File: config.mk
export PLATFORM = sky130hd
export DESIGN_NAME = client_admission_rate_limiter
export DESIGN_NICKNAME = d
export VERILOG_FILES = /design/src/carl_pkg.sv /design/src/client_admission_rate_limiter.sv /design/src/carl_scan.sv
export SDC_FILE = /design/constraint.sdc
export NUM_CORES = 2
export LEC_CHECK = 0
export BUFFER_PORTS_ARGS = -buffer_cell sky130_fd_sc_hd__buf_4
export CORE_ASPECT_RATIO = 0.9
export CORE_MARGIN = 2
export CORE_UTILIZATION = 45
export CTS_CLUSTER_DIAMETER = 120
export CTS_CLUSTER_SIZE = 16
export DETAILED_ROUTE_END_ITERATION = 6
export PLACE_DENSITY = 0.58
export SLEW_MARGIN = 15
export SYNTH_ARGS = -nofsm -noshare
export SYNTH_HDL_FRONTEND = slang
export SYNTH_SLANG_ARGS = --single-unit
File: constraint.sdc
create_clock -name clk -period 33.7 [get_ports clk]
set_clock_uncertainty 0.05 [all_clocks]
set_input_delay 3.37 -clock clk [delete_from_list [all_inputs] [get_ports clk]]
set_output_delay 3.37 -clock clk [all_outputs]
set_load 0.05 [all_outputs]
File: src/carl_pkg.sv
// ----------------------------------------------------------------------------
// carl_pkg: shared types and constants
// Reset values of the configuration registers, verdict codes, register indexes.
// ----------------------------------------------------------------------------
package carl_pkg;
  localparam int unsigned CLIENT_SLOTS_DEF = 16;
  localparam logic [9:0]  TOKEN_COST = 10'd1000;

  localparam logic [9:0] RATE_RST  = 10'd12;
  localparam logic [9:0] BURST_RST = 10'd24;
  localparam logic [7:0] GETL_RST  = 8'd3;
  localparam logic [7:0] OTHL_RST  = 8'd1;
  localparam logic [7:0] MAXA_RST  = 8'd4;

  localparam logic [2:0] CFG_RATE  = 3'd0;
  localparam logic [2:0] CFG_BURST = 3'd1;
  localparam logic [2:0] CFG_GETL  = 3'd2;
  localparam logic [2:0] CFG_OTHL  = 3'd3;
  localparam logic [2:0] CFG_MAXA  = 3'd4;

  localparam logic CMD_ADMIT  = 1'b0;
  localparam logic CMD_FINISH = 1'b1;

  localparam logic [2:0] V_ADMIT   = 3'd0;
  localparam logic [2:0] V_RATE    = 3'd1;
  localparam logic [2:0] V_CONC    = 3'd2;
  localparam logic [2:0] V_BUSY    = 3'd3;
  localparam logic [2:0] V_RELEASE = 3'd4;

  // Result of one table scan, handed from a scanner to the sequencer.
  typedef struct packed {
    logic hit;    // key found
    logic spare;  // free slot exists
    logic victim; // evictable slot exists
  } scan_res_t;
endpackage

File: src/client_admission_rate_limiter.sv
// ----------------------------------------------------------------------------
// client_admission_rate_limiter: per-client token bucket and in-flight guard
// Sequencer with two table scanners (bucket and flight), a shared refill
// multiplier and register-file client tables.
// ----------------------------------------------------------------------------
//  channel | direction | ports
//  in      | input     | in_valid/in_ready, command, client_id, is_get, ...
//  out     | output    | out_valid/out_ready, out_verdict
//  cfg     | input     | cfg_we, cfg_index, cfg_data
//
// A guarded admit scans the bucket and flight tables at one slot a cycle,
// with allocate, refill and take steps between, and scans the flight table
// again when the global limit turns it away; a guarded finish scans the
// flight table once, and unguarded items use no scan.
// Reset clears valid bits and the active count directly; no clearing pass.
// A verdict waits in the output register; the next item is still taken, and
// its verdict holds in the last step until the register is free.
// ----------------------------------------------------------------------------
module client_admission_rate_limiter import carl_pkg::*; #(
  parameter int unsigned CLIENT_SLOTS = CLIENT_SLOTS_DEF
) (
  input  logic        clk,
  input  logic        rst_n,
  input  logic        in_valid,
  output logic        in_ready,
  input  logic        in_command,
  input  logic [31:0] in_client_id,
  input  logic        in_is_get,
  input  logic        in_is_guarded,
  input  logic [47:0] in_now_ms,
  output logic        out_valid,
  input  logic        out_ready,
  output logic [2:0]  out_verdict,
  input  logic        cfg_we,
  input  logic [2:0]  cfg_index,
  input  logic [9:0]  cfg_data
);
  localparam int unsigned IW = $clog2(CLIENT_SLOTS);

  localparam logic [3:0] S_IDLE = 4'd0, S_BSCAN = 4'd1, S_BALLOC = 4'd2,
    S_BMUL = 4'd3, S_BADD = 4'd4, S_BTAKE = 4'd5, S_FSTART = 4'd6,
    S_FSCAN = 4'd7, S_FALLOC = 4'd8, S_GLOBAL = 4'd9, S_OUT = 4'd10,
    S_GSCAN = 4'd11, S_GIVE = 4'd12;

  logic [9:0] rate_r, burst_r;
  logic [7:0] getl_r, othl_r, maxa_r, act_r;
  logic [3:0] st_r;
  logic       cmd_r, get_r, grd_r;
  logic [31:0] key_r;
  logic [47:0] now_r;
  logic [2:0] verd_r;
  logic [2:0] vout_r;
  logic       ov_r;
  logic       ok_r;  // flight slot was taken (for busy release)

  logic [CLIENT_SLOTS-1:0] bv_r, fv_r;
  logic [31:0] bkey_m [CLIENT_SLOTS];
  logic [19:0] btok_m [CLIENT_SLOTS];
  logic [47:0] bref_m [CLIENT_SLOTS];
  logic [47:0] bsee_m [CLIENT_SLOTS];
  logic [31:0] fkey_m [CLIENT_SLOTS];
  logic [7:0]  fcnt_m [CLIENT_SLOTS];
  logic [47:0] fsee_m [CLIENT_SLOTS];

  logic       bs_start, fs_start, bs_done, fs_done;
  logic [IW-1:0] bs_idx, fs_idx, bs_slot, fs_slot;
  scan_res_t  bs_res, fs_res;
  logic [IW-1:0] bslot_r, fslot_r;

  carl_scan #(.SLOTS(CLIENT_SLOTS)) u_bscan (
    .clk, .rst_n, .start(bs_start), .need_idle(1'b0), .key(key_r),
    .e_valid(bv_r[bs_idx]), .e_key(bkey_m[bs_idx]), .e_idle(1'b1),
    .e_seen(bsee_m[bs_idx]), .idx(bs_idx), .done(bs_done), .res(bs_res),
    .slot(bs_slot));

  carl_scan #(.SLOTS(CLIENT_SLOTS)) u_fscan (
    .clk, .rst_n, .start(fs_start), .need_idle(1'b1), .key(key_r),
    .e_valid(fv_r[fs_idx]), .e_key(fkey_m[fs_idx]),
    .e_idle(fcnt_m[fs_idx] == 8'd0), .e_seen(fsee_m[fs_idx]), .idx(fs_idx),
    .done(fs_done), .res(fs_res), .slot(fs_slot));

  logic [19:0] cap;
  logic [57:0] prod_r;  // elapsed * rate
  logic [19:0] tok;
  logic [58:0] sum;
  logic [7:0]  lim, fc;
  logic [47:0] dt;

  assign cap = 20'(burst_r) * 20'(TOKEN_COST);
  assign tok = btok_m[bslot_r];
  assign dt  = now_r - bref_m[bslot_r];
  assign sum = 59'(prod_r) + 59'(tok);
  assign lim = get_r ? getl_r : othl_r;
  assign fc  = fcnt_m[fslot_r];

  assign in_ready  = (st_r == S_IDLE);
  assign out_valid = ov_r;
  assign out_verdict = vout_r;
  assign bs_start = (st_r == S_IDLE) && in_valid && in_ready &&
                    (in_command == CMD_ADMIT) && in_is_guarded;
  assign fs_start = (st_r == S_FSTART) ||
                    ((st_r == S_IDLE) && in_valid && in_ready &&
                     (in_command == CMD_FINISH) && in_is_guarded) ||
                    ((st_r == S_GLOBAL) && grd_r && act_r >= maxa_r);

  always_ff @(posedge clk) begin
    if (!rst_n) begin
      rate_r <= RATE_RST; burst_r <= BURST_RST; getl_r <= GETL_RST;
      othl_r <= OTHL_RST; maxa_r <= MAXA_RST;
      st_r <= S_IDLE; ov_r <= 1'b0; act_r <= '0;
      bv_r <= '0; fv_r <= '0;
    end else begin
      if (cfg_we) begin
        case (cfg_index)
          CFG_RATE:  rate_r  <= cfg_data;
          CFG_BURST: burst_r <= cfg_data;
          CFG_GETL:  getl_r  <= cfg_data[7:0];
          CFG_OTHL:  othl_r  <= cfg_data[7:0];
          CFG_MAXA:  maxa_r  <= cfg_data[7:0];
          default: ;
        endcase
      end
      if (st_r == S_OUT && (!ov_r || out_ready)) begin
        ov_r <= 1'b1; vout_r <= verd_r;
      end else if (out_ready) begin
        ov_r <= 1'b0;
      end
      case (st_r)
        S_IDLE: if (in_valid && in_ready) begin
          cmd_r <= in_command; key_r <= in_client_id; get_r <= in_is_get;
          grd_r <= in_is_guarded; now_r <= in_now_ms;
          if (in_command == CMD_FINISH) begin
            if (act_r != 8'd0) act_r <= act_r - 1'b1;
            verd_r <= V_RELEASE;
            st_r <= in_is_guarded ? S_GSCAN : S_OUT;
          end else begin
            st_r <= in_is_guarded ? S_BSCAN : S_GLOBAL;
          end
        end
        S_BSCAN: if (bs_done) st_r <= S_BALLOC;
        S_BALLOC: begin
          bslot_r <= bs_slot;
          if (!bs_res.hit) begin
            bv_r[bs_slot] <= 1'b1;
            bkey_m[bs_slot] <= key_r;
            btok_m[bs_slot] <= cap;
            bref_m[bs_slot] <= now_r;
          end
          bsee_m[bs_slot] <= now_r;
          st_r <= S_BMUL;
        end
        S_BMUL: begin
          // Elapsed times past 2^48 wrap are not possible: now is 48-bit.
          prod_r <= 58'(dt) * 58'(rate_r);
          st_r <= S_BADD;
        end
        S_BADD: begin
          if (now_r > bref_m[bslot_r]) begin
            btok_m[bslot_r] <= (sum > 59'(cap)) ? cap : sum[19:0];
            bref_m[bslot_r] <= now_r;
          end
          st_r <= S_BTAKE;
        end
        S_BTAKE: begin
          if (tok < 20'(TOKEN_COST)) begin
            verd_r <= V_RATE; st_r <= S_OUT;
          end else begin
            btok_m[bslot_r] <= tok - 20'(TOKEN_COST);
            st_r <= S_FSTART;
          end
        end
        S_FSTART: st_r <= S_FSCAN;
        S_FSCAN: if (fs_done) st_r <= S_FALLOC;
        S_FALLOC: begin
          fslot_r <= fs_slot;
          if (!fs_res.hit && !fs_res.spare && !fs_res.victim) begin
            verd_r <= V_CONC; st_r <= S_OUT;
          end else begin
            // A new client entry starts with no requests in flight.
            if (!fs_res.hit) begin
              fv_r[fs_slot] <= 1'b1;
              fkey_m[fs_slot] <= key_r;
              fcnt_m[fs_slot] <= 8'd0;
            end
            fsee_m[fs_slot] <= now_r;
            ok_r <= 1'b0;
            st_r <= S_GIVE;
          end
        end
        S_GIVE: begin
          // Admit: test and take the slot; finish or busy release: give back.
          if ((cmd_r == CMD_FINISH) || ok_r) begin
            if (fc != 8'd0) fcnt_m[fslot_r] <= fc - 1'b1;
            st_r <= S_OUT;
          end else if (fc >= lim) begin
            verd_r <= V_CONC; st_r <= S_OUT;
          end else begin
            fcnt_m[fslot_r] <= fc + 1'b1;
            st_r <= S_GLOBAL;
          end
        end
        S_GLOBAL: begin
          if (act_r >= maxa_r) begin
            verd_r <= V_BUSY;
            st_r <= grd_r ? S_GSCAN : S_OUT;
            ok_r <= 1'b1;
          end else begin
            act_r <= act_r + 1'b1;
            verd_r <= V_ADMIT; st_r <= S_OUT;
          end
        end
        S_GSCAN: if (fs_done) begin
          st_r <= S_OUT;
          // A hit ends the scan with the scan index still on the matching slot.
          if (fv_r[fs_idx] && fkey_m[fs_idx] == key_r) begin
            fslot_r <= fs_idx;
            fsee_m[fs_idx] <= now_r;
            st_r <= S_GIVE;
            ok_r <= ok_r | (cmd_r == CMD_FINISH);
          end
        end
        S_OUT: if (!ov_r || out_ready) st_r <= S_IDLE;
        default: st_r <= S_IDLE;
      endcase
    end
  end

  a_out_hold: assert property (@(posedge clk) disable iff (!rst_n)
    (out_valid && !out_ready) |=> out_valid && $stable(out_verdict))
    else $error("verdict dropped or changed while waiting");
  a_act_max: assert property (@(posedge clk) disable iff (!rst_n)
    (st_r == S_GLOBAL && act_r >= maxa_r) |=> act_r == $past(act_r))
    else $error("active count moved on busy");
  a_out_wait: assert property (@(posedge clk) disable iff (!rst_n)
    (st_r == S_OUT && ov_r && !out_ready) |=> st_r == S_OUT)
    else $error("verdict left the last step while the output was full");
endmodule

File: src/carl_scan.sv
// ----------------------------------------------------------------------------
// carl_scan: sequential table scanner
// Walks one slot a cycle, tracking the first match, first free slot and
// the oldest evictable slot. One compare unit is shared over all slots.
// ----------------------------------------------------------------------------
module carl_scan import carl_pkg::*; #(
  parameter int unsigned SLOTS = CLIENT_SLOTS_DEF,
  localparam int unsigned IW = $clog2(SLOTS)
) (
  input  logic          clk,
  input  logic          rst_n,
  input  logic          start,
  input  logic          need_idle,   // only count-zero entries may be evicted
  input  logic [31:0]   key,
  input  logic          e_valid,
  input  logic [31:0]   e_key,
  input  logic          e_idle,
  input  logic [47:0]   e_seen,
  output logic [IW-1:0] idx,
  output logic          done,
  output scan_res_t     res,
  output logic [IW-1:0] slot
);
  logic          busy_r, busy_nxt;
  logic [IW-1:0] idx_r, idx_nxt;
  logic          hit_r, hit_nxt, sp_r, sp_nxt, vi_r, vi_nxt;
  logic [IW-1:0] hidx_r, hidx_nxt, sidx_r, sidx_nxt, vidx_r, vidx_nxt;
  logic [47:0]   best_r, best_nxt;
  logic          last;

  assign idx  = idx_r;
  assign last = (idx_r == IW'(SLOTS - 1));

  always_comb begin
    busy_nxt = busy_r;
    idx_nxt  = idx_r;
    hit_nxt  = hit_r;  hidx_nxt = hidx_r;
    sp_nxt   = sp_r;   sidx_nxt = sidx_r;
    vi_nxt   = vi_r;   vidx_nxt = vidx_r;
    best_nxt = best_r;
    done     = 1'b0;
    if (start) begin
      busy_nxt = 1'b1; idx_nxt = '0;
      hit_nxt = 1'b0; sp_nxt = 1'b0; vi_nxt = 1'b0;
    end else if (busy_r) begin
      if (e_valid) begin
        if (e_key == key) begin
          hit_nxt = 1'b1; hidx_nxt = idx_r;
        end else if ((e_idle || !need_idle) && (!vi_r || e_seen < best_r)) begin
          vi_nxt = 1'b1; vidx_nxt = idx_r; best_nxt = e_seen;
        end
      end else if (!sp_r) begin
        sp_nxt = 1'b1; sidx_nxt = idx_r;
      end
      if ((e_valid && e_key == key) || last) begin
        busy_nxt = 1'b0;
        done = 1'b1;
      end else begin
        idx_nxt = idx_r + 1'b1;
      end
    end
  end

  always_ff @(posedge clk) begin
    if (!rst_n) begin
      busy_r <= 1'b0;
      idx_r  <= '0;
    end else begin
      busy_r <= busy_nxt;
      idx_r  <= idx_nxt;
    end
    hit_r <= hit_nxt; hidx_r <= hidx_nxt;
    sp_r  <= sp_nxt;  sidx_r <= sidx_nxt;
    vi_r  <= vi_nxt;  vidx_r <= vidx_nxt;
    best_r <= best_nxt;
  end

  // Results are taken the cycle after done, from the registers.
  assign res  = '{hit: hit_r, spare: sp_r, victim: vi_r};
  assign slot = hit_r ? hidx_r : (sp_r ? sidx_r : vidx_r);

  a_done_busy: assert property (@(posedge clk) disable iff (!rst_n)
    done |-> busy_r) else $error("scan done while idle");
  a_start_idle: assert property (@(posedge clk) disable iff (!rst_n)
    start |-> !busy_r) else $error("scan restarted while busy");
  a_stop: assert property (@(posedge clk) disable iff (!rst_n)
    done |=> !busy_r) else $error("scan kept running after done");
endmodule
==> reports/metrics.yaml <==
setup_viol: 0
cts_resized: 0
wirelength_um: 468000
syn_inst: 9901
max_slew.worst_pin.slew_ps: 1320
p_leak_nw: 66.1
vias: 93798
ys_seq_area_share_pct: 67.7
cp.arrival_ps: 12740
end_kind: "register"
grt_pass1_wl_um: 682000
status: "completed"
max_cap_viol_count: 0
core_area_mm2: 0.406
synth-main-ff-cell: "edfxtp_1"
cpPeakStageDelay_ps: 880
syn-cell-area_mm2: 0.183
max_slew_margin_pct: 11.0
fp.dieW_um: 677
layout_commonest_cell: "edfxtp_1"
async_reset_ff_share_pct: 0
final_cell_mix: "edfxtp_1, mux4_2, inv_1"
fin_crit_sh_pct: 36.0
initial_core_util_pct: 45.2
slowest_stage: "dfxtp_4"
crit_top_cell: "fa_1"
vias_per_cell: 5.99
nets: 11027
die_h_um: 610
wire_per_inst_um: 29.9
clkSinkCount: 4173
criticalPathCategory: "register to register"
fin_cells: 15649
grt_max_degree: 124
clock_latency_ps: 940
tns_ps: 0
drtIter0Drc: 10308
yosysUniqueCellTypes: 97
crit_fanout: 58
slew_viol_final: 0
powerDensity_mw_per_mm2: 79.9
numCtsBuffers: 299
htreeDepth: 5
cp-start-kind: "register"
fmax_mhz: 82.4
gp_congestion: 0.898
ctsLongestPathBuffers: 4
yosysTopAreaCellShare_pct: 66.4
drive_gt1_share_pct: 20.0
final.min_clock_period_ps: 12130
synth.avg_cell_area_um2: 18.5
firstDrtPassIters: 5
rows: 222
holdWs_ps: 376
cts_hold_buffers: 0
yosys_warnings: 0
rsz0062_at_grt: "no"
worst_ep_required_time_ps: 34310
grt_pass1_vias: 96939
antenna_found_initial: 18
pin_count: 106
clkTransAtPathRegs_ps: 80
hold_path.class: "register to register"
ant_nets: 0
syn_to_final_growth_pct: 9.41
synthTopCellsByArea: "edfxtp_1, mux4_2, fa_1"
gr-total-overflow: 0
dp_hpwl_um: 281000
irDropWorstVdd_mv: 0.151
dieArea_mm2: 0.413
portBuffers: 105
synth_seq_cells: 4173
cts_tree: "built"
synth_nets: 10746
cts_setup_buffers: 0
hold_viol_final: 0
synth_edf_count: 4052
drcViolationCount: 0
synth_top_area_cell: "edfxtp_1"
grt_use_total_pct: 22.5
root_buffer: "clkbuf_16"
dp.cells: 15256
-- cell type report --
type	count	area [µm²]
timing repair buffer	396	3080
fill	32823	205000
multi-input combinational	4739	56200
antenna	9	22.5
clock inverter	21	352
inverter	573	2170
sequential	4173	124000
clock buffer	362	7890
tap	5376	6730
-- cell usage after synthesis (9+ instances only) --
cell       instances
a22o_1            14
or3_1             17
xor2_1            75
mux2i_1          125
nor2b_1           76
o21bai_1          28
or2_2             15
nand2b_1          46
buf_6             13
a31oi_1           28
a211o_1           12
nor4_1            67
nand3b_1          10
and2_1           256
o21ai_0          158
dfxtp_1          121
edfxtp_1        4052
inv_1            570
a311oi_1          10
a22oi_1           13
nand4_1           70
o21a_1            39
buf_2             72
o211ai_1          21
clkbuf_1         242
o22ai_1           11
a2111oi_0          9
a21o_1           134
buf_4             10
and3_1            39
nor3_1            81
buf_1             79
xnor2_1          206
nand2_1          520
o31ai_1           14
a21oi_1          241
fa_1             400
a221oi_1          15
nor2_1           232
nand3_1          103
a211oi_1          21
and4_1            13
o2111ai_1         10
mux4_2          1134
ha_1             344
-- per-stage QoR --
step / setup slack, ps / util (%) / power (mW) / instance area (µm²)
after floorplan: 22840 / - / 10.9 / 183000
after global placement: 21630 / 47.4 / 12.7 / 192000
after detailed placement: 21580 / 47.4 / 12.8 / 192000
after CTS: 21540 / 49.4 / 16.2 / 201000
after global routing: 20770 / 49.4 / 17.1 / 201000
final: 21570 / 49.4 / 16.0 / 201000
-- critical path: cells and delay by family, from the launching register on --
| family | cells | cell delay (ps) |
|---|---|---|
| adder cells (fa/ha/maj) | 8 | 3590 |
| AO/OA/AOI/OAI | 14 | 3740 |
| XOR/XNOR | 1 | 700 |
| buffers and inverters | 4 | 660 |
| AND/OR/NAND/NOR | 4 | 720 |
| multiplexers | 3 | 1410 |
| flip-flops | 1 | 880 |
-- cell families after synthesis --
family | after synthesis | share of synthesized area [%]
adders and majority gates | 744 | 6.72
and+or+nand+nor | 1591 | 4.39
muxes | 1267 | 14.7
AOI/OAI and AO/OA | 856 | 3.05
xor gates and xnor gates | 281 | 1.34
DFF | 4173 | 67.7
buffers and inverters | 989 | 2.15
-- worst paths after layout --
kind / endpoint / slack (ps) / start / depth (start not counted)
worst max-delay path: prod_r[55] / 21570 / register / 34
worst min-delay path: out_verdict[1] / 380 / verd_r[1] / 0
worst max register to register: prod_r[55] / 21570 / register / 34
worst min register to register: out_verdict[1] / 380 / verd_r[1] / 0
-- registers in the layout, indices dropped and copies added, names as in the netlist, 58 cells and up, named ones only --
signal and count:
btok_m 320, fkey_m 512, fsee_m 768, bkey_m 512, prod_r 58, fcnt_m 128
bref_m 768, bsee_m 768
-- per-layer routing --
| layer | wire length, µm | global-route usage [%] | vias to the layer above |
|---|---|---|---|
| met5 | 23 | 0 | - |
| met4 | 9660 | 4.73 | 4 |
| met3 | 28800 | 3.03 | 487 |
| met2 | 223000 | 36.4 | 3021 |
| met1 | 206000 | 33.1 | 50886 |
| li1 | - | - | 39400 |
-- power by group --
group | internal (mW) | switching [mW]
clock | 1.66 | 1.72
sequential | 6.09 | 0.110
combinational | 2.54 | 3.91
Power figures use the tool's default switching activity.
